--- config.mk ---
export PLATFORM = sky130hd
export DESIGN_NAME = hex_record_to_flash_halfwords_unit_flat
export DESIGN_NICKNAME = d
export VERILOG_FILES = /design/src/rtl/hrfh_pkg.sv /design/src/rtl/hrfh_char_if.sv /design/src/rtl/hrfh_word_if.sv /design/src/rtl/hex_record_to_flash_halfwords_unit.sv /design/src/rtl/hrfh_parser.sv /design/src/flat_wrapper.sv
export SDC_FILE = /design/constraint.sdc
export NUM_CORES = 1
export LEC_CHECK = 0
export BUFFER_PORTS_ARGS = -buffer_cell sky130_fd_sc_hd__buf_2
export CELL_PAD_IN_SITES_DETAIL_PLACEMENT = 0
export CELL_PAD_IN_SITES_GLOBAL_PLACEMENT = 2
export CORE_MARGIN = 3
export CORE_UTILIZATION = 37
export DETAILED_ROUTE_END_ITERATION = 6
export PLACE_DENSITY = 0.84
export SETUP_SLACK_MARGIN = 0.4
export SLEW_MARGIN = 0
export SYNTH_ARGS = -nofsm -noshare
export SYNTH_HDL_FRONTEND = slang
export SYNTH_SLANG_ARGS = --single-unit
--- constraint.sdc ---
create_clock -name clk -period 9.1 [get_ports clk]
set_clock_uncertainty 0.1 [all_clocks]
set_input_delay 1.365 -clock clk [delete_from_list [all_inputs] [get_ports clk]]
set_output_delay 1.365 -clock clk [all_outputs]
set_load 0.1 [all_outputs]
--- src/rtl/hrfh_pkg.sv ---
// Package: shared constants, types and the hex digit conversion for the record parser.
package hrfh_pkg;

  localparam logic [15:0] UPPER_ADDRESS_RESET = 16'h0800;
  localparam logic [7:0]  CHAR_COLON          = 8'h3A;
  localparam logic [7:0]  CHAR_ZERO           = 8'h30;
  localparam logic [7:0]  CHAR_NINE           = 8'h39;

  // character positions inside a record
  localparam logic [9:0]  POS_MAX        = 10'd1023;
  localparam logic [9:0]  POS_COUNT_HI   = 10'd1;
  localparam logic [9:0]  POS_COUNT_LO   = 10'd2;
  localparam logic [9:0]  POS_ADDR_FIRST = 10'd3;
  localparam logic [9:0]  POS_ADDR_LAST  = 10'd6;
  localparam logic [9:0]  POS_TYPE       = 10'd8;
  localparam logic [9:0]  POS_DATA_FIRST = 10'd9;

  typedef struct packed {
    logic [31:0] flash_address;
    logic [15:0] halfword;
    logic        last_in_record;
  } hrfh_word_t;

  typedef struct packed {
    logic       emit;
    hrfh_word_t word;
  } hrfh_result_t;

  // digit: c-48, else c-55, low four bits only
  function automatic logic [3:0] hex_nibble(input logic [7:0] c);
    logic [3:0] v;
    if (c >= CHAR_ZERO && c <= CHAR_NINE) begin
      v = c[3:0];
    end else begin
      v = c[3:0] + 4'd9;
    end
    return v;
  endfunction

endpackage

--- src/rtl/hrfh_char_if.sv ---
// Interface: character channel into the parser.
interface hrfh_char_if;
  logic       valid;
  logic       ready;
  logic [7:0] character;

  modport source  (output valid, output character, input ready);
  modport sink    (input valid, input character, output ready);
  modport monitor (input valid, input character, input ready);
endinterface

--- src/rtl/hrfh_word_if.sv ---
// Interface: flash halfword channel out of the parser.
interface hrfh_word_if;
  logic        valid;
  logic        ready;
  logic [31:0] flash_address;
  logic [15:0] halfword;
  logic        last_in_record;

  modport source  (output valid, output flash_address, output halfword,
                   output last_in_record, input ready);
  modport sink    (input valid, input flash_address, input halfword,
                   input last_in_record, output ready);
  modport monitor (input valid, input flash_address, input halfword,
                   input last_in_record, input ready);
endinterface

--- src/rtl/hex_record_to_flash_halfwords_unit.sv ---
// Top level: HEX record text in, flash halfword words out.
// Path: a character is registered in the character stage at acceptance; its word, if
//   any, is loaded into the output register when that stage moves on.
// Throughput: one character per cycle; the only stall is a full output register
//   whose word is not taken, which holds the character stage and drops chars.ready.
// Reset (rst, synchronous, active high): parse state cleared, both stages empty,
//   upper_address back to 0x0800.
module hex_record_to_flash_halfwords_unit
  import hrfh_pkg::*;
(
  input  logic        clk,
  input  logic        rst,
  hrfh_char_if.sink   chars,
  hrfh_word_if.source words,
  input  logic        wr_en,
  input  logic [15:0] wr_data
);

  logic [15:0]  upper_address;

  // character stage
  logic         s1_valid;
  logic [7:0]   s1_char;

  // output register
  logic         out_valid;
  hrfh_word_t   out_word;

  logic         proceed;
  hrfh_result_t result;

  // the character stage moves on whenever the output register can take a word
  assign proceed     = s1_valid && (!out_valid || words.ready);
  assign chars.ready = !s1_valid || proceed;

  always_ff @(posedge clk) begin
    if (rst) begin
      upper_address <= UPPER_ADDRESS_RESET;
    end else if (wr_en) begin
      upper_address <= wr_data;
    end
  end

  always_ff @(posedge clk) begin
    if (rst) begin
      s1_valid <= 1'b0;
    end else if (chars.ready) begin
      s1_valid <= chars.valid;
    end
  end

  always_ff @(posedge clk) begin
    if (chars.valid && chars.ready) begin
      s1_char <= chars.character;
    end
  end

  hrfh_parser u_parser (
    .clk           (clk),
    .rst           (rst),
    .step          (proceed),
    .character     (s1_char),
    .upper_address (upper_address),
    .result        (result)
  );

  always_ff @(posedge clk) begin
    if (rst) begin
      out_valid <= 1'b0;
    end else if (proceed && result.emit) begin
      out_valid <= 1'b1;
    end else if (words.ready) begin
      out_valid <= 1'b0;
    end
  end

  // payload only, no reset
  always_ff @(posedge clk) begin
    if (proceed && result.emit) begin
      out_word <= result.word;
    end
  end

  assign words.valid          = out_valid;
  assign words.flash_address  = out_word.flash_address;
  assign words.halfword       = out_word.halfword;
  assign words.last_in_record = out_word.last_in_record;

endmodule

--- src/rtl/hrfh_parser.sv ---
// Record parse state and the per-character word computation.
module hrfh_parser
  import hrfh_pkg::*;
(
  input  logic         clk,
  input  logic         rst,
  input  logic         step,
  input  logic [7:0]   character,
  input  logic [15:0]  upper_address,
  output hrfh_result_t result
);

  logic [9:0]  char_position;
  logic        in_record;
  logic [7:0]  byte_count;
  logic [15:0] low_address;
  logic        is_data_record;
  logic [11:0] nibble_store;
  logic [6:0]  word_index;

  logic        is_colon;
  logic [9:0]  pos_next;
  logic [3:0]  d;
  logic [6:0]  total;
  logic        data_slot;
  logic        fourth_digit;
  logic [15:0] digits;

  assign is_colon  = (character == CHAR_COLON);
  assign pos_next  = (char_position == POS_MAX) ? char_position : char_position + 10'd1;
  assign d         = hex_nibble(character);
  assign total     = byte_count[7:1];
  assign data_slot = in_record && !is_colon && (pos_next >= POS_DATA_FIRST)
                     && is_data_record && (word_index < total);
  // (p-9) mod 4 == 3  <=>  p mod 4 == 0
  assign fourth_digit = (pos_next[1:0] == 2'b00);
  assign digits       = {nibble_store, d};

  always_comb begin
    result.emit                = data_slot && fourth_digit;
    result.word.flash_address  = {upper_address, low_address}
                                 + {24'd0, word_index, 1'b0};
    result.word.halfword       = {digits[7:0], digits[15:8]};
    result.word.last_in_record = (({1'b0, word_index} + 8'd1) == {1'b0, total});
  end

  always_ff @(posedge clk) begin
    if (rst) begin
      char_position  <= '0;
      in_record      <= 1'b0;
      byte_count     <= '0;
      low_address    <= '0;
      is_data_record <= 1'b0;
      nibble_store   <= '0;
      word_index     <= '0;
    end else if (step) begin
      if (is_colon) begin
        in_record      <= 1'b1;
        char_position  <= '0;
        word_index     <= '0;
        nibble_store   <= '0;
        is_data_record <= 1'b0;
      end else if (in_record) begin
        char_position <= pos_next;
        if (pos_next == POS_COUNT_HI) begin
          byte_count <= {d, 4'd0};
        end else if (pos_next == POS_COUNT_LO) begin
          byte_count <= byte_count | {4'd0, d};
        end else if (pos_next >= POS_ADDR_FIRST && pos_next <= POS_ADDR_LAST) begin
          low_address <= {low_address[11:0], d};
        end else if (pos_next == POS_TYPE) begin
          is_data_record <= (character == CHAR_ZERO);
          word_index     <= '0;
          nibble_store   <= '0;
        end else if (data_slot) begin
          if (fourth_digit) begin
            word_index   <= word_index + 7'd1;
            nibble_store <= '0;
          end else begin
            nibble_store <= digits[11:0];
          end
        end
      end
    end
  end

endmodule

--- src/flat_wrapper.sv ---
// flat-port wrapper written by rule: the top's interface ports become plain ports
module hex_record_to_flash_halfwords_unit_flat import hrfh_pkg::*;
  (clk, rst, wr_en, wr_data, chars_valid, chars_character, chars_ready, words_valid, words_flash_address, words_halfword, words_last_in_record, words_ready);
  hrfh_char_if chars_i ();
  hrfh_word_if words_i ();
  input  logic clk;
  input  logic rst;
  input  logic wr_en;
  input  logic [15:0] wr_data;
  input wire logic [$bits(chars_i.valid)-1:0] chars_valid;
  input wire logic [$bits(chars_i.character)-1:0] chars_character;
  output wire logic [$bits(chars_i.ready)-1:0] chars_ready;
  output wire logic [$bits(words_i.valid)-1:0] words_valid;
  output wire logic [$bits(words_i.flash_address)-1:0] words_flash_address;
  output wire logic [$bits(words_i.halfword)-1:0] words_halfword;
  output wire logic [$bits(words_i.last_in_record)-1:0] words_last_in_record;
  input wire logic [$bits(words_i.ready)-1:0] words_ready;
  assign chars_i.valid = chars_valid;
  assign chars_i.character = chars_character;
  assign chars_ready = chars_i.ready;
  assign words_valid = words_i.valid;
  assign words_flash_address = words_i.flash_address;
  assign words_halfword = words_i.halfword;
  assign words_last_in_record = words_i.last_in_record;
  assign words_i.ready = words_ready;
  hex_record_to_flash_halfwords_unit u_core (.clk(clk), .rst(rst), .chars(chars_i), .words(words_i), .wr_en(wr_en), .wr_data(wr_data));
endmodule
==> impl_results.md, run 1 <==
- Post-Syn Area: 0.00630 sq mm
- Grt total ovfl: 0
- Crit path arrival time: 3770 ps
- Adder-Cell Fraction of Synth Area: 4.89%
- Largest family of logic cells by synthesized area: simple AND/OR/NAND/NOR gates
- TritonCTS clock tree: yes
- CTS Sinks: 129
- PortBufs: 79
- Largest net degree at the start of global routing: 65
- Core area: 0.0166 sq mm
- Detailed Route Iter0 Violations: 296
- Clk slew on worst S/H paths: 60 ps
- Post-synthesis async set-or-reset flop share: 0%
- Endpoints failing setup: 0
- Die area: 0.0186 sq mm
- Cells along the critical path: buf_2, nand2b_1, and2_1, o21ai_0, a211oi_1, nand3_1, inv_2
- Synth Area in Simple Gates: 17.2%
- Final #Nets: 722
- Synth Area per Inst: 10.5 sq um
- Register area share after synthesis: 50.1%
- Crit path buf inv count: 2
- RSZ-0062 raised after global routing: false
- Yosys reg bits: 129
- Final Hold Violating Endpoints: 0
- Vias: 4626
- Setup tns final: 0 ps
- Clock Tree Buf Depth: 2
- Vias in the first global route: 4311
- Final wirelength: 13500 um
- Compound-cell area share of the yosys netlist: 10.8%
- Top delay family on crit path: compound AO/OA/AOI/OAI gates
- Yosys warns: 0
- Root buffer cell: clkbuf_16
- Most common cell after layout, fill and taps aside: buf_2
- Tightest Pin Transition: 1260 ps
- Post-synth EDFFs: 57
- Layout cell share with drive strength beyond 1: 18.8%
- Worst Path Required: 9030 ps
- CP max-delay cell: inv_2
- Synth Area in XOR/XNOR: 5.42%
- Slew HR: 15.0%
- Startpoint types: input port
- Leakage power: 3.08 nW
- Post-CTS Hold Fix Bufs: 0
- Gate Count Post-Synth: 598
- Final worst path period share: 42.2%
- Critical Path Max Stage Delay: 800 ps
- CTS resizes: 0
- Crit path max fanout: 49
- FMAX: 0.260 GHz
- Wire per inst: 15.0 um
- Worst setup EP type: register
- Outcome: finished, final reports clean
- Peak VDD IR: 0.131 mV
- Initial antenna violation count: 0
- Synth cell types: 70
- Die extent in y: 136 um
- Area growth syn-to-layout: 18.2%
- Dpl hpwl: 9580 um
- Main flop type after synthesis: dfxtp_1
- Most frequent cells in the layout: buf_2, dfxtp_1, nor2_1
- Pins over their slew limit: 0
- Clock Latency Late Sink: 410 ps
- Max-Cap Viols: 0
- Crit Path Category: in2reg
- Row count: 47
- Pwr Density: 179 mW/mm^2
- Post-DRT Antenna Nets: 0
- # IOs: 80
- Pre-CTS setup slack: 4820 ps
- First-pass GRT wire length: 21700 um
- Die W: 136 um
- DRC violations left: 0
- Proportion of synthesized area in mux cells: 8.12%
- Mapped Nets: 651
- DRT Pass-1 Iters: 5
- HP Class: reg2reg
- Vias per inst: 5.13
- # diodes: 0
- Postcts setup bufs: 0
- Initial core utilization: 37.8%
- Htree depth: 4
- GR Util All Layers: 15.0%
- Num CTS Buffers: 17
- Tmin final: 3840 ps
- Gpl congestion: 0.844
- Worst setup margin: 5260 ps
state kept, by name, indices dropped and copies added (netlist names):
register	count
u_core.words.last_in_record	1
u_core.u_parser.byte_count	7
u_core.u_parser.nibble_store	12
u_core.s1_valid	1
u_core.u_parser.char_position	10
u_core.u_parser.is_data_record	1
u_core.u_parser.low_address	16
u_core.upper_address	16
u_core.s1_char	8
u_core.words.valid	1
u_core.words.halfword	16
u_core.u_parser.in_record	1
u_core.words.flash_address	32
u_core.u_parser.word_index	7
kinds of logic (layout without fill, tap and decap cells):
group | Yosys count | in the layout
xor+xnor | 39 | 39
buf+inv | 53 | 137
compound gates | 99 | 99
flops | 129 | 129
simple gates | 204 | 204
fa+ha+maj | 24 | 24
mux | 50 | 50
cell usage after synthesis (all sizes together), types with 5 or more instances:
| library cell | number | share of area [%] |
|---|---|---|
| dfxtp | 72 | 23 |
| nor2 | 59 | 3.5 |
| edfxtp | 57 | 27 |
| mux2i | 41 | 6.5 |
| xnor2 | 33 | 4.6 |
| nand2 | 28 | 1.7 |
| a21oi | 27 | 2.1 |
| nand3 | 27 | 2.2 |
| inv | 24 | 1.4 |
| ha | 23 | 4.6 |
| o21ai | 21 | 1.7 |
| and3 | 17 | 1.7 |
| nor2b | 16 | 1.6 |
| buf | 15 | 1.3 |
| clkbuf | 14 | 0.83 |
| nor3 | 14 | 1.2 |
| mux2 | 9 | 1.6 |
| nand4 | 8 | 0.79 |
| nor4 | 7 | 1.1 |
| and2 | 6 | 0.60 |
| xor2 | 6 | 0.83 |
| nand2b | 5 | 0.50 |
worst register-to-register path, cell delays in order (launching register included):
cell	delay, ps
dfxtp_1	480
ha_1	430
and2_1	360
nand3_2	190
o311a_1	480
a211oi_1	360
nand3_1	190
inv_2	800
final cells by class:
type / instances / area, sq um
clock buffers: 19 / 433
clock inverters: 13 / 161
fillers: 1593 / 9200
inverters: 24 / 90.1
multi-input cells: 416 / 2920
flip-flops and latches: 129 / 3150
well taps: 220 / 275
repair buffers: 81 / 410
where the power goes:
part / switching [W] / total, W / internal, W / leakage, nW
sequential: 0.00000686 / 0.000617 / 0.000611 / 1.15
clock: 0.000249 / 0.000679 / 0.000430 / 0.281
combinational: 0.0000227 / 0.0000392 / 0.0000164 / 1.65
total: 0.000279 / 0.00134 / 0.00106 / 3.08
through the flow:
step	instance area [sq um]	cells	total power (W)	hold WS, ps	utilization [%]
3_5_place_dp	6850	870	0.000670	309	41.2
4_1_cts	7450	902	0.00135	324	44.7
2_1_floorplan	6300	598	0.000653	301	-
3_3_place_gp	6850	870	0.000669	307	41.2
5_1_grt	7450	902	0.00138	331	44.7
6_report	7450	902	0.00134	323	44.7
layer usage:
metal | routed length, um | part of all wire (%) | global-route usage (%) | vias up
met5 | 0 | 0 | 0 | -
met4 | 167 | 1.2 | 4.37 | 0
met3 | 699 | 5.2 | 4.70 | 12
met2 | 6440 | 48 | 24.8 | 119
met1 | 6210 | 46 | 18.9 | 2176
li1 | - | - | - | 2319
path summary, 6_finish.rpt:
| check | slack [ps] | cells after the start | start | end |
|---|---|---|---|---|
| setup / recovery | 5260 | 7 | words_ready | u_core.words.last_in_record |
| hold reg to reg | 320 | 0 | u_core.u_parser.nibble_store[0] | u_core.words.halfword[12] |
| setup reg to reg | 5270 | 7 | u_core.u_parser.char_position[0] | u_core.words.last_in_record |
| hold / removal | 320 | 0 | u_core.u_parser.nibble_store[0] | u_core.words.halfword[12] |
(Power assumes the default switching activity.)
==> inputs of run 2 (changes only) <==
- clock period: 9.1 -> 3.9 ns (I/O delays scaled with it)
==> impl_results.md, run 2 (synthesis results as in run 1) <==
- Area growth syn-to-layout: 19.1%
- Postcts setup bufs: 0
- Gpl congestion: 0.789
- Startpoint types: register
- Seq. cell area: 0.00315 sq mm
- Outcome: finished, final reports clean
- DRC violations left: 0
- First-pass GRT wire length: 22600 um
- Die W: 136 um
- Filler Cells Inserted: 1575
- Most frequent cells in the layout: buf_2, dfxtp_1, nor2_1
- Tightest Pin Transition: 924 ps
- Met1 Resource Use GR: 20.1%
- Vias per inst: 5.13
- # diodes: 0
- Initial antenna violation count: 0
- Crit path arrival time: 3250 ps
- Initial core utilization: 37.8%
- Post-layout util: 45.1%
- GR Util All Layers: 15.6%
- Core area: 0.0166 sq mm
- Detailed Route Iter0 Violations: 331
- TritonCTS clock tree: yes
- Vias: 4639
- Final Hold Violating Endpoints: 0
- Die extent in y: 136 um
- Tmin final: 3260 ps
- Final worst path period share: 83.5%
- Clock Latency Late Sink: 410 ps
- Grt total ovfl: 0
- GRT busiest layer: met2
- Slew HR: 37.6%
- Max-Cap Viols: 0
- Worst Path Required: 3890 ps
- DRT Pass-1 Iters: 4
- Clk slew on worst S/H paths: 60 ps
- Multi-input combinational cell area: 0.00293 sq mm
- R2r setup slk: 640 ps
- Endpoints failing setup: 0
- Die area: 0.0186 sq mm
- Vias in the first global route: 4385
- Met3 Use GR: 4.40%
- Crit Path Category: reg2reg
- Leakage power: 3.12 nW
- Htree depth: 4
- RSZ-0062 raised after global routing: false
- Pwr Density: 419 mW/mm^2
- Most common cell after layout, fill and taps aside: buf_2
- Final #Nets: 725
- Clock Tree Buf Depth: 2
- FMAX: 0.307 GHz
- Root buffer cell: clkbuf_16
- Dpl hpwl: 10200 um
- Max FFs per register: 32
- Peak VDD IR: 0.400 mV
- Largest net degree at the start of global routing: 46
- Wire per inst: 15.5 um
- Layout cell share with drive strength beyond 1: 19.6%
- Num CTS Buffers: 17
- Row count: 47
- CTS Sinks: 129
- Crit path max fanout: 45
- HP Class: in2reg
- Post-DRT Antenna Nets: 0
- Routing usage on met2: 25.0%
- # IOs: 80
- Pins over their slew limit: 0
- Final wirelength: 14000 um
- PortBufs: 79
- Worst setup EP type: register
- Setup tns final: 0 ps
## run 2: cell count changes in the layout (fill, tap and decap cells not counted), sizes merged
| cell | delta |
|---|---|
| buf | +3 |
| clkinvlp | -3 |
| inv | +3 |
| clkinv | +2 |
| clkbuf | -2 |
## run 2: area by class of cell
class / count / share of cell area [%]
clock buffer: 17 / 5.67
clock inverter: 15 / 2.42
inverter: 24 / 1.20
multi-input combinational: 416 / 39.1
sequential: 129 / 42.0
tap: 220 / 3.67
timing repair buffer: 84 / 5.94
## run 2: per-layer routing
layer | wire (um) | vias to the layer above
li1 | - | 2328
met1 | 6600 | 2185
met2 | 6650 | 113
met3 | 603 | 13
met4 | 186 | 0
met5 | 0 | -
## run 2: through the flow
stage	cells	instance area (sq um)	total power [W]	hold WS, ps	setup WS [ps]
after floorplan	598	6300	0.00152	301	482
after global placement	873	6890	0.00156	313	701
after detailed placement	873	6890	0.00156	320	536
after CTS	905	7490	0.00318	221	496
after global routing	905	7500	0.00326	221	417
final	905	7500	0.00314	245	645
## run 2: repair_timing
action                                  in CTS  in global routing
resized for setup                            0                  2
endpoints found under the setup margin       0                 51
hold buffers                                 0                  0
endpoints found under the hold margin        0                  0
## run 2: path summary, 6_finish.rpt
path / endpoint / cells past startpoint / from
setup / recovery: u_core.words.halfword[3] / 10 / u_core.u_parser.char_position[0]
hold / removal: u_core.s1_char[0] / 1 / chars_character[0]
setup reg to reg: u_core.words.halfword[3] / 10 / u_core.u_parser.char_position[0]
hold reg to reg: u_core.words.halfword[12] / 0 / u_core.u_parser.nibble_store[0]
## run 2: where the power goes
group / leakage, nW / total [W] / switching, W / internal (W)
logic: 1.67 / 0.0000916 / 0.0000534 / 0.0000382
clock network: 0.298 / 0.00161 / 0.000598 / 0.00101
registers: 1.15 / 0.00144 / 0.0000162 / 0.00142
total: 3.12 / 0.00314 / 0.000668 / 0.00247
## run 2: critical path, cell delays in order (launching register included)
cell and delay [ps]:
dfxtp_1 520, inv_1 130, ha_1 380, nor2b_1 190, o21ai_0 90, a221oi_1 390
a21oi_1 190, a211oi_2 280, nand3_1 180, inv_2 180, buf_12 250
==> inputs of run 3 (changes only) <==
- clock period: 3.9 -> 3.1 ns (I/O delays scaled with it)
==> impl_results.md, run 3 (synthesis results as in run 1) <==
- Outcome: finished, final reports clean
- Gpl congestion: 0.849
- DRT Pass-1 Iters: 5
- Root buffer cell: clkbuf_16
- Vias: 4804
- Die area: 0.0186 sq mm
- Row count: 47
- RSZ-0062 raised after global routing: true
- Peak VDD IR: 0.391 mV
- Clock Tree Buf Depth: 2
- Crit path max fanout: 7
- FMAX: 0.375 GHz
- Most frequent cells in the layout: buf_2, dfxtp_1, nor2_1
- Vias per inst: 5.07
- Tightest Pin Transition: 775 ps
- Clk slew on worst S/H paths: 60 ps
- Crit Path Category: reg2reg
- Leakage power: 3.31 nW
- Reg2Reg Capture Point: u_core.u_parser.word_index[0]
- Core area: 0.0166 sq mm
- Initial antenna violation count: 0
- DRC violations left: 0
- HP Class: in2reg
- Dpl hpwl: 10600 um
- GR Util All Layers: 16.8%
- Die extent in y: 136 um
- Final Hold Violating Endpoints: 0
- First-pass GRT wire length: 24200 um
- Max FFs per register: 32
- Final wirelength: 15300 um
- Pwr Density: 472 mW/mm^2
- Vias in the first global route: 4735
- Most common cell after layout, fill and taps aside: buf_2
- # diodes: 0
- Max-Cap Viols: 0
- Layout cell share with drive strength beyond 1: 29.5%
- Worst reg2reg startpoint: u_core.u_parser.char_position[1]
- Worst setup EP type: register
- Post-CTS Hold Fix Bufs: 0
- PortBufs: 79
- Slew HR: 48.2%
- # IOs: 80
- Initial core utilization: 37.8%
- Startpoint types: register
- Hold path startpoint: chars_character[2]
- Num CTS Buffers: 17
- Area growth syn-to-layout: 27.6%
- CTS Sinks: 129
- Crit path arrival time: 2920 ps
- Largest net degree at the start of global routing: 31
- Final #Nets: 768
- Die W: 136 um
- Clock Latency Late Sink: 420 ps
- Final worst path period share: 86.1%
- Wire per inst: 16.2 um
- TritonCTS clock tree: yes
- Worst r2r path cells: 10
- Tmin final: 2670 ps
- Detailed Route Iter0 Violations: 265
- Pins over their slew limit: 0
- Post-DRT Antenna Nets: 0
- R2r setup slk: 430 ps
- Htree depth: 4
- Endpoints failing setup: 0
- Post-layout util: 48.3%
- Worst hold stages: 1
- Worst Path Required: 3350 ps
- WHS Endpoint: u_core.s1_char[2]
- Setup tns final: 0 ps
- Grt total ovfl: 0
run 3: changes by cell type in the layout (fill, tap and decap cells not counted), moves of 3 or more:
cell        previous run  this run
mux2_2                 5         2
inv_6                  4         1
o21ai_0               21        17
clkinvlp_4             0         5
mux2_4                 0         4
dfxtp_2                0         5
ha_1                  22        19
inv_1                 23        20
buf_4                  4        41
dfxtp_1               72        65
buf_6                  0         3
run 3: how the worst max path moves through the flow:
stage	slack, ps	startpoint	depth (start not counted)	to
3_3_place_gp	270	u_core.u_parser.char_position[2]	8	u_core.words.last_in_record
5_1_grt	290	u_core.u_parser.char_position[0]	10	u_core.u_parser.word_index[0]
2_1_floorplan	310	u_core.u_parser.char_position[0]	9	u_core.words.flash_address[0]
3_5_place_dp	220	u_core.u_parser.char_position[0]	10	u_core.words.last_in_record
4_1_cts	400	u_core.u_parser.char_position[8]	7	u_core.u_parser.nibble_store[1]
6_report	430	u_core.u_parser.char_position[1]	10	u_core.u_parser.word_index[0]
run 3: final cells by class:
| class | instances | area, sq um |
|---|---|---|
| timing repair buffer | 126 | 777 |
| clock inverter | 13 | 113 |
| inverter | 24 | 96.3 |
| sequential | 129 | 3170 |
| clock buffer | 19 | 443 |
| tap | 220 | 275 |
| multi-input combinational | 417 | 3160 |
| fill | 1552 | 8610 |
run 3: stage by stage:
| step | instances | total power (W) | hold WS [ps] | cell area, sq um | setup WS, ps |
|---|---|---|---|---|---|
| after global placement | 894 | 0.00197 | 313 | 7120 | 272 |
| after detailed placement | 894 | 0.00198 | 308 | 7120 | 217 |
| after global routing | 948 | 0.00393 | 103 | 8030 | 294 |
| after floorplan | 598 | 0.00192 | 301 | 6380 | 310 |
| final | 948 | 0.00379 | 119 | 8030 | 431 |
| after CTS | 936 | 0.00384 | 103 | 7810 | 396 |
run 3: per-layer routing:
layer  global-route usage [%]  up-vias  routed length, um
met1                     22.2     2281               7290
met2                     27.2      102               7290
met5                        0        -                  0
met4                     4.59        0                 97
met3                     4.55        6                654
li1                         -     2415                  -
run 3: timing repair:
action | 4_1_cts | 5_1_grt
gates resized for setup | 16 | 40
endpoints found under the setup margin | 69 | 83
pin swaps | 8 | 17
cloned | 1 | 1
buffers inserted | 9 | 11
run 3: power by group:
part | switching (W) | internal (W) | total [W] | leakage [nW]
Combinational | 0.0000778 | 0.0000558 | 0.000134 | 1.90
Clock | 0.000731 | 0.00112 | 0.00185 | 0.260
Sequential | 0.0000209 | 0.00179 | 0.00181 | 1.15
Total | 0.000829 | 0.00296 | 0.00379 | 3.31
run 3: critical path, stage by stage (launching register included):
cell and delay [ps]:
dfxtp_4 390, inv_2 60, ha_4 280, nor2b_4 160
a22oi_2 60, a221oi_2 300, a21oi_2 150, a211o_1 370
buf_6 150, nor4_4 370, mux2_4 210
